$ cat config.mk
export PLATFORM = sky130hd
export DESIGN_NAME = schedule_list_to_mask_parser
export DESIGN_NICKNAME = d
export VERILOG_FILES = /design/src/rtl/core/sltm_pkg.sv /design/src/rtl/core/schedule_list_to_mask_parser.sv
export SDC_FILE = /design/constraint.sdc
export NUM_CORES = 1
export LEC_CHECK = 0
export ABC_CLOCK_PERIOD_IN_PS = 10450
export BUFFER_PORTS_ARGS = -buffer_cell sky130_fd_sc_hd__buf_2
export CORE_UTILIZATION = 38
export DETAILED_ROUTE_END_ITERATION = 8
export GPL_ROUTABILITY_DRIVEN = 0
export SYNTH_ARGS = -nofsm -noshare
export SYNTH_HDL_FRONTEND = slang
export SYNTH_SLANG_ARGS = --single-unit
$ cat constraint.sdc
create_clock -name clk -period 10.45 [get_ports clk]
set_input_delay 2.09 -clock clk [delete_from_list [all_inputs] [get_ports clk]]
set_output_delay 2.09 -clock clk [all_outputs]
set_load 0.02 [all_outputs]
$ cat src/rtl/core/sltm_pkg.sv
// ----------------------------------------------------------------------------
// sltm_pkg: shared types and constants for the schedule list parser
// Holds the list state record, mode constants and the range mask helpers.
// ----------------------------------------------------------------------------
package sltm_pkg;

  localparam int MASK_W = 31;

  localparam logic [MASK_W-1:0] DAY_ALL  = 31'h7FFF_FFFF;
  localparam logic [MASK_W-1:0] HOUR_ALL = 31'h00FF_FFFF;
  localparam logic [MASK_W-1:0] HOUR_DEF = 31'h0000_0001;
  localparam logic [4:0]        DAY_TOP  = 5'd30;
  localparam logic [4:0]        HOUR_TOP = 5'd23;

  localparam logic MODE_DAY  = 1'b0;
  localparam logic MODE_HOUR = 1'b1;

  localparam logic [7:0] CH_ZERO = 8'h30;
  localparam logic [7:0] CH_NINE = 8'h39;
  localparam logic [7:0] CH_STAR = 8'h2A;
  localparam logic [7:0] CH_DASH = 8'h2D;
  localparam logic [7:0] ACC_MAX = 8'd255;

  typedef struct packed {
    logic [MASK_W-1:0] sel;
    logic [7:0]        acc;
    logic              in_number;
    logic              range_pending;
    logic [5:0]        last_pos;
    logic              seen;
  } list_t;

  localparam list_t LIST_CLEAR = '{sel: '0, acc: '0, in_number: 1'b0,
                                   range_pending: 1'b0, last_pos: '0, seen: 1'b0};

  // Bits lo..hi inclusive; empty when lo > hi
  function automatic logic [MASK_W-1:0] span(logic [5:0] lo, logic [4:0] hi);
    logic [31:0] upper;
    logic [31:0] lower;
    logic [31:0] both;
    upper = (32'd2 << hi) - 32'd1;
    lower = (32'd1 << lo) - 32'd1;
    both  = upper & ~lower;
    return both[MASK_W-1:0];
  endfunction

  // Close an open digit run: single value or end of a pending range
  function automatic list_t end_num(list_t s, logic [7:0] acc, logic mode);
    logic       neg;
    logic [7:0] n;
    logic [4:0] top;
    logic [4:0] nc;
    list_t      r;
    r           = s;
    top         = (mode == MODE_HOUR) ? HOUR_TOP : DAY_TOP;
    neg         = (mode == MODE_DAY) && (acc == 8'd0);
    n           = (mode == MODE_HOUR) ? acc : acc - 8'd1;
    r.in_number = 1'b0;
    r.acc       = 8'd0;
    if (s.range_pending) begin
      if (!neg) begin
        nc = (n > {3'b000, top}) ? top : n[4:0];
        if (s.last_pos <= {1'b0, nc}) begin
          r.sel      = s.sel | span(s.last_pos, nc);
          r.last_pos = {1'b0, nc} + 6'd1;
        end
      end
      r.range_pending = 1'b0;
      r.seen          = 1'b1;
    end else if (!neg && (n <= {3'b000, top})) begin
      r.sel      = s.sel | (MASK_W'(1) << n[4:0]);
      r.last_pos = {1'b0, n[4:0]};
      r.seen     = 1'b1;
    end
    return r;
  endfunction

endpackage

$ cat src/rtl/core/schedule_list_to_mask_parser.sv
// ----------------------------------------------------------------------------
// schedule_list_to_mask_parser: cron-style list to selection mask
// Latency: the mask of a list is valid in the cycle after its last beat.
// Throughput: one character beat per cycle unless a mask waits untaken;
// list state and mask registers update in one short combinational pass.
// Reset: synchronous; clears the list state and the mask valid flag and
// sets the mode register to day of month. No clearing pass is needed.
// ----------------------------------------------------------------------------
module schedule_list_to_mask_parser
  import sltm_pkg::*;
(
  input  logic              clk,
  input  logic              rst,
  // configuration write
  input  logic              cfg_valid,
  output logic              cfg_ready,
  input  logic              field_mode,
  // character beats
  input  logic              in_valid,
  output logic              in_ready,
  input  logic [7:0]        ch,
  input  logic              last,
  // mask beats
  output logic              out_valid,
  input  logic              out_ready,
  output logic [MASK_W-1:0] mask
);

  logic              mode;
  list_t             st;
  list_t             st_next;
  list_t             work;
  logic              accept;
  logic              is_digit;
  logic [3:0]        digit;
  logic [11:0]       acc_wide;
  logic [7:0]        acc_eff;
  logic              end_now;
  logic [4:0]        top;
  logic [MASK_W-1:0] all_bits;
  logic [MASK_W-1:0] result;

  assign cfg_ready = 1'b1;
  assign in_ready  = !out_valid || out_ready;
  assign accept    = in_valid && in_ready;

  // Hold the mode register
  always_ff @(posedge clk) begin
    if (rst) begin
      mode <= MODE_DAY;
    end else if (cfg_valid && cfg_ready) begin
      mode <= field_mode;
    end
  end

  // Decode the character and form the digit accumulation before saturation
  always_comb begin
    is_digit = (ch >= CH_ZERO) && (ch <= CH_NINE);
    digit    = 4'(ch - CH_ZERO);
    acc_wide = {1'b0, st.acc, 3'b000} + {3'b000, st.acc, 1'b0} + {8'd0, digit};
    top      = (mode == MODE_HOUR) ? HOUR_TOP : DAY_TOP;
    all_bits = (mode == MODE_HOUR) ? HOUR_ALL : DAY_ALL;
  end

  // Advance the list state for one character
  always_comb begin
    work    = st;
    acc_eff = st.acc;
    if (is_digit) begin
      acc_eff        = (acc_wide > {4'd0, ACC_MAX}) ? ACC_MAX : acc_wide[7:0];
      work.acc       = acc_eff;
      work.in_number = 1'b1;
      end_now        = last;
    end else begin
      end_now = st.in_number;
    end
    if (end_now) begin
      work = end_num(work, acc_eff, mode);
    end
    if (!is_digit && (ch == CH_STAR)) begin
      work.sel  = all_bits;
      work.seen = 1'b1;
    end
    if (!is_digit && (ch == CH_DASH)) begin
      work.range_pending = 1'b1;
    end
  end

  // Finish the mask: trailing range, default, mode width
  always_comb begin
    if (work.range_pending) begin
      result = work.sel;
      if (work.last_pos <= {1'b0, top}) begin
        result = work.sel | span(work.last_pos, top);
      end
    end else if (!work.seen) begin
      result = (mode == MODE_HOUR) ? HOUR_DEF : DAY_ALL;
    end else begin
      result = work.sel;
    end
    result = result & all_bits;
  end

  always_comb begin
    st_next = st;
    if (accept) begin
      st_next = last ? LIST_CLEAR : work;
    end
  end

  // Hold the list state
  always_ff @(posedge clk) begin
    if (rst) begin
      st <= LIST_CLEAR;
    end else begin
      st <= st_next;
    end
  end

  // Load the mask register on the last beat, drop it when taken
  always_ff @(posedge clk) begin
    if (rst) begin
      out_valid <= 1'b0;
    end else if (accept && last) begin
      out_valid <= 1'b1;
    end else if (out_ready) begin
      out_valid <= 1'b0;
    end
  end

  always_ff @(posedge clk) begin
    if (accept && last) begin
      mask <= result;
    end
  end

`ifndef SYNTHESIS
  a_last_gives_mask : assert property (@(posedge clk) disable iff (rst)
    accept && last |=> out_valid)
    else $error("last beat did not load a mask");

  a_list_cleared : assert property (@(posedge clk) disable iff (rst)
    accept && last |=> (st.sel == '0) && !st.in_number && !st.range_pending && !st.seen)
    else $error("list state not cleared after last beat");

  a_hour_width : assert property (@(posedge clk) disable iff (rst)
    accept && last && (mode == MODE_HOUR) |=> (mask[MASK_W-1:24] == '0))
    else $error("hour mask has bits above the top hour");

  a_acc_open : assert property (@(posedge clk) disable iff (rst)
    (st.acc != 8'd0) |-> st.in_number)
    else $error("accumulator holds a value with no open digit run");

  a_last_pos : assert property (@(posedge clk) disable iff (rst)
    st.last_pos <= 6'd31)
    else $error("range start beyond the mask");
`endif

endmodule
* Word level (Yosys, flattened, before mapping)
Index checks and enable logic that the tools add are counted.
** Word-level totals
- Register bits after elaboration :: 81
- Latch bits :: 0
- RAM bits :: 0
- ROM bits :: 0
- Input port bits :: 15
- Output and inout port bits :: 34
- Logic and storage cells :: 83
- Memories :: 0
** Operators by class
- Add/subtract/negate cells :: 9
- $mul :: 0
- Divide/modulo/power cells :: 0
- Magnitude comparators :: 7
- Equality and inequality tests :: 2
- Shift operators :: 5
- Mux-type cells :: 27
- Bitwise logic cells :: 9
- Reduce and logical (&&, ||, !) cells :: 15
** Operators with widths (count)
- $mux 31 :: 10
- $sub 31x1->31 const B :: 4
- $mux 48 :: 2
- $and 31x31->31 :: 3
- $or 31x31->31 :: 3
- $not 31->31 :: 2
- $shl 1x6->31 const A :: 2
- $shl 2x5->31 const A :: 2
- $shl 1x5->31 const A :: 1
- $mux 8 :: 3
- $eq 8x6->1 const B :: 2
- $mux 7 :: 2
- $add 11x9->12 :: 1
- $add 12x4->12 :: 1
- $gt 12x8->1 const B :: 1
- $le 6x5->1 :: 2
- $mux 6 :: 2
- $mux 9 :: 1
- $ge 8x6->1 const B :: 1
- $gt 8x5->1 :: 1
- $le 8x5->1 :: 1
- $le 8x6->1 const B :: 1
- $logic_not 8->1 :: 1
- $sub 8x1->8 const B :: 1
- other kinds (12) :: 24

* Logic depth before layout (Yosys ltp)
Gate-level depths: netlist of run 1.
- Depth in word-level cells :: 25
- Gate-level depth with buffers :: 42
- Gate-level depth less buffers :: 39

* Least setup slack after synthesis of run 1
Ideal clock, no wire load.
- Kind :: in2reg
- Start point :: input port ch[3]
- End point :: register mask[6] (data pin)
- Arrival :: 10.090 ns
- Data required time :: 10.179 ns
- Slack :: 0.090 ns
- Cell stages on the path :: 36
- Buffers on the path :: 2
- Path through :: inv_1 > fa_1 > fa_1 > nand2b_1 > a211oi_1 > o211ai_1 > a22oi_4 > nand2_2 > o31ai_1 > ha_1 > nand2b_1 > or3_1 > a221oi_1 > a221o_1 > a31oi_2 > or4b_4 > o21ai_2 > nor2_1 > a21o_1 > ha_1 > nand2_1 > nor3_1 > nand3_1 > or4_4 > nand3_4 > nor2_1 > o32a_1 > buf_2 > nor3_1 > nand2_1 > ha_1 > clkbuf_1 > nor4_1 > o21ai_0 > a311oi_1 > a21oi_1
** Between the ends
- Longest elaborated chain between the ends :: 22
- Elaborated cells between the ends (all ways) :: 53
- Classes of those cells :: 6 x add/sub; 7 x order compare; 2 x eq/ne; 3 x shift; 20 x mux; 7 x bitwise; 8 x reduce/logical
** RTL lines
- from (decl) :: line schedule_list_to_mask_parser.sv:21 : input logic [7:0] ch,
- $sub 4x1->4 :: line schedule_list_to_mask_parser.sv:59 : digit = 4'(ch - CH_ZERO);
- $add 12x4->12 :: line schedule_list_to_mask_parser.sv:60 : acc_wide = {1'b0, st.acc, 3'b000} + {3'b000, st.acc, 1'b0} + {8'd0, digit};
- $gt 12x8->1 :: line schedule_list_to_mask_parser.sv:70 : acc_eff = (acc_wide > {4'd0, ACC_MAX}) ? ACC_MAX : acc_wide[7:0];
- $mux 8 :: line schedule_list_to_mask_parser.sv:70
- $mux 8 :: line schedule_list_to_mask_parser.sv:69 : if (is_digit) begin
- $sub 8x1->8 :: line sltm_pkg.sv:57 : n = (mode == MODE_HOUR) ? acc : acc - 8'd1;
- $mux 8 :: line sltm_pkg.sv:57
- $gt 8x5->1 :: line sltm_pkg.sv:62 : nc = (n > {3'b000, top}) ? top : n[4:0];
- [... 7 more ...]
- $sub 31x1->31 / $mux 31 (equally long branches) :: line sltm_pkg.sv:42, sltm_pkg.sv:60
- $not 31->31 / $mux 48 (equally long branches) :: line sltm_pkg.sv:43, schedule_list_to_mask_parser.sv:77
- $and 31x31->31 / $mux 31 (equally long branches) :: line sltm_pkg.sv:43, schedule_list_to_mask_parser.sv:80
- $or 31x31->31 :: line schedule_list_to_mask_parser.sv:94 : result = work.sel | span(work.last_pos, top);
- $mux 31 :: line schedule_list_to_mask_parser.sv:93 : if (work.last_pos <= {1'b0, top}) begin
- $mux 31 (*) :: line schedule_list_to_mask_parser.sv:91 : if (work.range_pending) begin
- $and 31x31->31 (*) :: line schedule_list_to_mask_parser.sv:101 : result = result & all_bits;
- net result[6] :: line schedule_list_to_mask_parser.sv:41 : logic [MASK_W-1:0] result;
- to (signal assigned) :: line schedule_list_to_mask_parser.sv:133 : mask <= result;
- to (decl) :: line schedule_list_to_mask_parser.sv:26 : output logic [MASK_W-1:0] mask
The timed path passes the listed nets; every way through them passes the cells marked *.
A chain may end at the register's enable or synchronous reset.

* Worst setup path after layout of run 1
- Start point :: input port ch[3]
- End point :: register mask[10] (data pin)
The elaborated chain is that of the path after synthesis.

==> results.txt, run 1 <==
- In this run the worst path has a maximum fanout of 9.
* Mux cell area share after synthesis: 1.48%
* Top-level port count: 49
- Summing every instance area after synthesis gives 0.00829 mm^2.
- The first global-routing pass estimated 47.5 mm of wire.
- Clock tree from TritonCTS: done
- Total of endpoints with negative setup slack in the final report: 0
* Synthesis-to-layout area growth: 12.1%
- Type of the worst setup path: in2reg
- Post-cts hold buffer count: 0
* Number of flops mapped to enable cells by yosys: 31
- The worst register-to-register path ends at mask[10].
* DRC violations left: 0
- The slowest stage of the critical path belongs to the cell or4b_4.
* Drt first pass iters: 9
- WL per Instance: 21.8 um
- Max stage delay on crit path: 590 ps
- For this configuration, the core starts out at a cell density of 39.1%.
* Clock transition at path regs: 70 ps
* Count of warnings emitted by yosys: 0
- Sequential element share of the synthesized area: 23.3%
- The final critical path takes up 96.0% of the cycle.
- For this run, the share of the core covered by cells in the final layout is 43.8%.
- The finished layout holds 1,417 standard cells, fillers aside.
- The region available for standard cell placement spans 0.0212 mm^2.
- Path type of the worst min-delay path: reg2reg
- Buffers inserted during clock tree synthesis total 9.
- Async set or reset register ratio after synthesis: 0%
- Across every metal layer, demand over resource in global routing totals 27.1%.
- After Yosys synthesis, and, or, nand and nor cells account for 26.6% of the synthesized area.
- Antenna viol nets, final: 0
* Yosys reg bits: 81
- When the netlist entered floorplanning its net count stood at 1,150.
* Height of the die: 150 um
* Hold Path End: st[20]
* Synth Area in Compound Gates: 35.9%
- Minimum setup slack among reg-to-reg paths: 1670 ps
- H-tree Lvls: 3
- Post-layout nets: 1,185
* WL final: 30.8 mm
* Number of hold violations in the final report: 0
* Clock period minus worst slack: 10,040 ps
* Dominant cell type by count on the critical path: inv_1
- Headroom to the max-slew limit: 22.6%
- Primary flip-flop cell chosen by synthesis mapping: dfxtp_1
* Hpwl dp: 22.9 mm
* DRC violation total after the first TritonRoute iteration: 925
- Post-synthesis instance total: 1,101
- DIE AREA: 0.0224 mm^2
- Hold_sp: st[20]
- Vias/cell: 6.58
- The tool flagged a number of max-cap violations equal to 0.
- Port buffering added 47 buffers.
* Leakage power summed over all cells: 3.46 nW
* Layout cell share with drive strength beyond 1: 16.6%
- Data on the critical path arrives at its endpoint at 10,080 ps.
- Largest family of logic cells by synthesized area: compound AO/OA/AOI/OAI gates
* Highest achievable clock rate: 0.0996 GHz
* Largest net degree at the start of global routing: 51
* Number of antenna violations at the first check in global routing: 1
- Total congestion overflow: 0
* Clk_skew: 14.2 ps
- The final-report max-slew violation count is 0.
- Worst vdd rail ir drop: 0.117 mV
- Run status: completed
- The clock drives 81 sinks.
- CTS placed an instance of clkbuf_16 at the clock tree root.
- Maximum clock insertion buffer count: 2
- Detailed routing inserted a total of 9,319 vias.
- Post-synthesis adder-cell area fraction: 5.31%
- The startpoint identified for the worst register-to-register timing path is st[11].
- Latest clock arrival within the worst-skew pair: 340 ps
* Endpoint required time on the critical path: 10,500 ps
* Depth of the worst register-to-register path: 37
- Via count of the first global-routing pass: 8,223
* Row Count: 53
- Type of destination of the critical path: flip-flop
- Slew at the pin closest to its max-slew limit: 1160 ps
- Distinct cells, synth: 114
- Xor and xnor fraction of the mapped netlist area: 1.69%
- Dividing total power by cell area gives a power density of 92.5 mW/mm^2.
- Post-Syn Area per Cell: 7.53 um^2
- Including well taps, the total number of placed cells is 1,396.
* Die Wd: 150 um
* Kind of start point of the critical path: input pin
- The worst hold path was traced through 2 stages.
## sequential cells by signal, indices dropped and copies added, names as in the netlist
| signal | count |
|---|---|
| mask | 31 |
| out_valid | 1 |
| st | 48 |
| mode | 1 |
## worst max-delay path by stage
| stage | start | end | cells past startpoint |
|---|---|---|---|
| after floorplan | ch[3] | mask[6] | 36 |
| after global placement | ch[3] | mask[10] | 38 |
| after detailed placement | ch[3] | mask[10] | 36 |
| after CTS | ch[3] | mask[10] | 36 |
| after global routing | ch[3] | mask[6] | 36 |
| final | ch[3] | mask[10] | 38 |
## Yosys cell counts, types with 19 or more instances
master	n	area share [%]
edfxtp_1	31	11
nand2_1	103	4.7
clkbuf_1	47	2.1
o21ai_0	73	4.4
a31oi_1	19	1.4
a21oi_1	82	5.0
inv_1	27	1.2
ha_1	32	4.8
nand3_1	42	2.5
dfxtp_1	50	12
nor2_1	155	7.0
nor3_1	36	2.2
a22oi_1	26	2.4
a211oi_1	21	1.9
## cell families after synthesis
logic type	count (synthesis)
adders and majority gates	34
xor gates and xnor gates	16
and+or+nand+nor	444
DFF	81
muxes	12
other	1
buffers and inverters	102
AOI/OAI and AO/OA	411
## metal layers
layer / GRT usage, % / vias up / wire (um)
met5: 0 / - / 12
met4: 6.92 / 2 / 717
met3: 4.12 / 77 / 2870
met2: 42.4 / 571 / 13600
met1: 38.6 / 4399 / 13700
li1: - / 4270 / -
## area by class of cell
class	instances	area (um^2)
inverters	30	113
clock buffers	9	225
fillers	2140	11900
diodes	1	2.50
multi-input cells	918	5960
clock inverters	7	105
flip-flops and latches	81	1930
repair buffers	96	603
well taps	275	344
## what timing repair did
item                       in CTS  in global routing
setup endpoints to repair       0                 20
buffers inserted                0                  4
resized for setup               0                 12
## power breakdown
group / internal, W / leakage [nW] / switching (W) / total, W
Clock: 0.000214 / 0.159 / 0.000152 / 0.000366
Sequential: 0.000334 / 0.668 / 0.00000145 / 0.000336
Combinational: 0.0000487 / 2.64 / 0.000109 / 0.000158
## cell usage in the layout, fill, tap and decap left out, drive strengths merged, types with 8 or more instances in the layout
| cell type | Yosys | final |
|---|---|---|
| nand2 | 105 | 105 |
| nand4 | 13 | 13 |
| dfxtp | 50 | 50 |
| nor3 | 39 | 39 |
| a31o | 8 | 8 |
| a211o | 13 | 13 |
| nand3 | 46 | 46 |
| nor2 | 156 | 156 |
| nand2b | 8 | 8 |
| clkbuf | 47 | 9 |
| a31oi | 22 | 22 |
| or3 | 11 | 11 |
| nor3b | 8 | 8 |
| xnor2 | 9 | 9 |
| a21o | 13 | 13 |
| a22oi | 27 | 27 |
| edfxtp | 31 | 31 |
| o21ai | 84 | 84 |
| and2 | 10 | 10 |
| inv | 29 | 33 |
| o22ai | 13 | 13 |
| and3 | 9 | 9 |
| ha | 32 | 32 |
| o211ai | 13 | 13 |
| mux2i | 10 | 10 |
| a211oi | 22 | 22 |
| a21oi | 85 | 85 |
| nor4 | 14 | 14 |
| o311ai | 8 | 8 |
| o31ai | 12 | 12 |
| buf | 25 | 96 |
## critical path, delay by kind of cell
kind	cells	cell delay (ps)
AO/OA/AOI/OAI	14	2760
adder cells (fa/ha/maj)	5	1800
AND/OR/NAND/NOR	14	2790
buffers and inverters	5	630
## per-stage QoR
step | hold WS (ps) | worst slack (ps) | area, um^2 | power [W] | setup TNS (ps)
after detailed placement | 455 | 13.8 | 8870 | 0.000493 | 0
after global placement | 446 | 121 | 8870 | 0.000494 | 0
after global routing | 490 | -36.1 | 9290 | 0.000883 | -93.4
after floorplan | 436 | 89.8 | 8290 | 0.000447 | 0
after CTS | 462 | 340 | 9200 | 0.000854 | 0
final | 472 | 415 | 9290 | 0.000860 | 0
Note: power is estimated with default switching activity, not from simulation.
==> inputs of run 2 (changes only) <==
- ABC_CLOCK_PERIOD_IN_PS: 10450 -> 9200
- clock period: 10.45 -> 9.2 ns (I/O delays scaled with it)
==> run 2 against run 1 <==
Net effect:
- die area unchanged
- non-clock buffer count grew 99
- sequential cell count unchanged
- clock skew decreased by 0.92 ps
- setup slack worse by 310 ps
- core utilization rose by 5.6 points
- hold slack worse by 2.6 ps
- sequential power up 14%
- wire length increased by 6.3%
- global-route usage rose by 1.7 points
- count of clock-buffer cells in the layout is the same
==> results.txt, run 2 (synthesis gave the netlist of run 1 again) <==
* Worst-path maximum fanout: 4 (-5)
- The worst clock skew came to 13.2 ps (-0.922 ps).
- DRC violation total after the first TritonRoute iteration: 961 (+3.9%)
- Number of hold violations in the final report: 0 (unchanged)
- Final standard cell area without fillers: 0.0105 mm^2 (+13%)
* Total of endpoints with negative setup slack in the final report: 0 (unchanged)
* Launching point of the worst reg2reg path: st[11]
- The worst hold path belongs to the class reg2reg.
- In this run the critical register-to-register path is captured at mask[30].
- The largest net degree at the start of global routing is 51 (unchanged).
- The routed design could run at a clock period as short as 9090 ps.
- The post-detailed-route via-to-cell ratio was 6.42 (-2.4%).
- Switching pwr: 0.000314 W (+20%)
- Tracing the worst setup path back leads to its startpoint at ch[3].
- In the final layout, the registers with the most flip-flops are st (48), mask (31).
* Type of the worst setup path: in2reg
- The sequential group share of total power came to 38.5% (-0.6 points).
- The total die area was 0.0224 mm^2 (unchanged).
* Clock transition at path regs: 70 ps (about the same)
- Max reg flops: 48 (unchanged)
- Slew at the pin closest to its max-slew limit: 1160 ps (-2.62 ps)
* RSZ-0062 raised after global routing: yes
* Kind of start point of the critical path: input pin
- Number of antenna violations at the first check in global routing: 0 (-1)
- The insertion delay to the later sink of the worst-skew pair came to 360 ps (+20 ps).
- Hpwl dp: 24.4 mm (+6.4%)
- Total congestion overflow: 0 (unchanged)
* Leakage power summed over all cells: 4.01 nW (+16%)
* DRC violations left: 0 (unchanged)
- The number of global-route vias before repair came to 8,678 (+5.5%).
* I/O Buffers: 47 (unchanged)
- Row Count: 53 (unchanged)
* Die Wd: 150 um (unchanged)
- The slowest stage of the critical path belongs to the cell or4b_4.
- The clock network power share is 39.2% (-3.4 points).
- The data required time of the worst path is 9280 ps (-1220 ps).
* Type of destination of the critical path: flip-flop
* H-tree Lvls: 3 (unchanged)
- The chip height came to 150 um (unchanged).
- Top-level port count: 49 (unchanged)
- The total number of clock tree sinks is 81 (unchanged).
- The share of cells above drive strength 1 came to 27.0% (+10 points).
- Buffer type at the clock tree root: clkbuf_16
* Most common library cell in the layout ignoring fill and taps: nor2_1
- Dpl cell area: 0.00968 mm^2 (+9.2%)
* Clock tree from TritonCTS: done
- The number of buffers inserted for hold repair after clock tree synthesis came to 0 (unchanged).
- Global-route wire length before repair: 50.1 mm (+5.5%)
- Number of maximum-capacitance constraint violations: 0 (unchanged)
- Run status: completed
- The total number of vias came to 9,728 (+4.4%).
- The area growth from synthesis to layout is 26.5%.
- The number of buffers created by CTS was 9 (unchanged).
- Cell internal power dissipation: 0.000678 W (+13%)
- GR Util All Layers: 28.8% (+1.7 points)
- Worst vdd rail ir drop: 0.0824 mV (-30%)
* Hold_sp: st[47]
- The floorplan core area came to 0.0212 mm^2 (unchanged).
- The initial core utilization came to 39.1% (unchanged).
- WL per Instance: 21.6 um (-0.59%)
* Max stage delay on crit path: 580 ps (about the same)
* Maximum clock insertion buffer count: 2 (unchanged)
- The combinational share of power is 22.3% (+3.9 points).
* Headroom to the max-slew limit: 22.8% (+0.17 points)
* Switching portion of total power: 31.7% (+1.1 points)
- Hold Path Stages: 2 (unchanged)
- Highest-count cells in the layout ignoring fill and taps: 151 x nor2_1, 141 x buf_4, 97 x nand2_1, 80 x a21oi_1, 68 x o21ai_0
- Minimum setup slack among reg-to-reg paths: 1040 ps (-630 ps)
- Hold Path End: st[47]
* Post-route fraction of the period consumed by the critical path: 98.8%
- The number of nets in the finished design came to 1,284 (+8.4%).
* Total inserted antenna cells: 0 (-1)
* WL final: 32.8 mm (+6.3%)
- Antenna viol nets, final: 0 (unchanged)
- For this run, the top clock speed supported by timing is 0.110 GHz.
- Depth of the worst register-to-register path: 35 (-5.4%)
- Pwr per Cell Area: 94.6 mW/mm^2 (+2.3%)
- The data arrival time of the critical path was 9170 ps (-910 ps).
* Register with the most flip-flops: st
- Final Slew Violations: 0 (unchanged)
* Post-layout util: 49.4% (+5.6 points)
- The number of detailed-route iterations in the first pass is 7 (-2).
==> run 2: changes by cell type in the layout (fill, tap and decap cells not counted), sizes merged <==
cell      previous run  this run
buf                 96       194
bufinv               2         1
clkbuf               9        10
clkinvlp             1         2
diode                1         0
==> run 2: worst max-delay path, delay by kind of cell <==
family                   cells  cell delay, ps
AO/OA/AOI/OAI               13            2770
AND/OR/NAND/NOR             14            2660
adder cells (fa/ha/maj)      5            1440
buffers and inverters        4             450
==> run 2: metal layers <==
layer / vias to the layer above / share of wire, % / wire length, um / GRT usage, %
li1: 4474 / - / - / -
met5: - / 0 / 0 / 0
met3: 77 / 9.6 / 3130 / 5.21
met4: 0 / 3.1 / 1010 / 9.09
met1: 4595 / 43 / 14200 / 40.9
met2: 582 / 44 / 14400 / 43.7
==> run 2: stage by stage <==
stage                     setup TNS [ps]  power, W  setup WS [ps]  std cells  hold WS, ps
after floorplan                    -2020  0.000514           -262       1101          436
after global placement              -615  0.000586          -85.2       1475          445
after detailed placement           -4660  0.000586           -309       1475          455
after CTS                              0  0.000970           16.1       1491          461
after global routing               -1660   0.00102           -226       1515          491
final                                  0  0.000992            109       1515          470
==> run 2: layout make-up <==
class                           count  area (um^2)
Multi-Input combinational cell    918         6370
Fill cell                        2071        10700
Inverter                           30          125
Sequential cell                    81         1930
Clock inverter                      7         82.6
Clock buffer                        9          225
Timing Repair Buffer              195         1400
Tap cell                          275          344
==> run 2: power groups by stage <==
stage | combinational, W | sequential [W] | clock, W
after CTS | 0.000198 | 0.000382 | 0.000390
after global placement | 0.000196 | 0.000390 | 0
after detailed placement | 0.000196 | 0.000390 | 0
final | 0.000221 | 0.000382 | 0.000389
after global routing | 0.000236 | 0.000382 | 0.000404
after floorplan | 0.000117 | 0.000397 | 0
==> run 2: how the worst max path moves through the flow <==
stage / end / depth (start not counted)
2_1_floorplan: mask[10] / 37
3_3_place_gp: mask[10] / 37
3_5_place_dp: mask[2] / 37
4_1_cts: mask[2] / 37
5_1_grt: mask[6] / 38
6_report: mask[30] / 36
==> run 2: timing repair <==
item / 4_1_cts / 5_1_grt
setup endpoints to repair: 1 / 30
resized for setup: 1 / 60
setup buffers: 0 / 24
pin swaps: 0 / 51
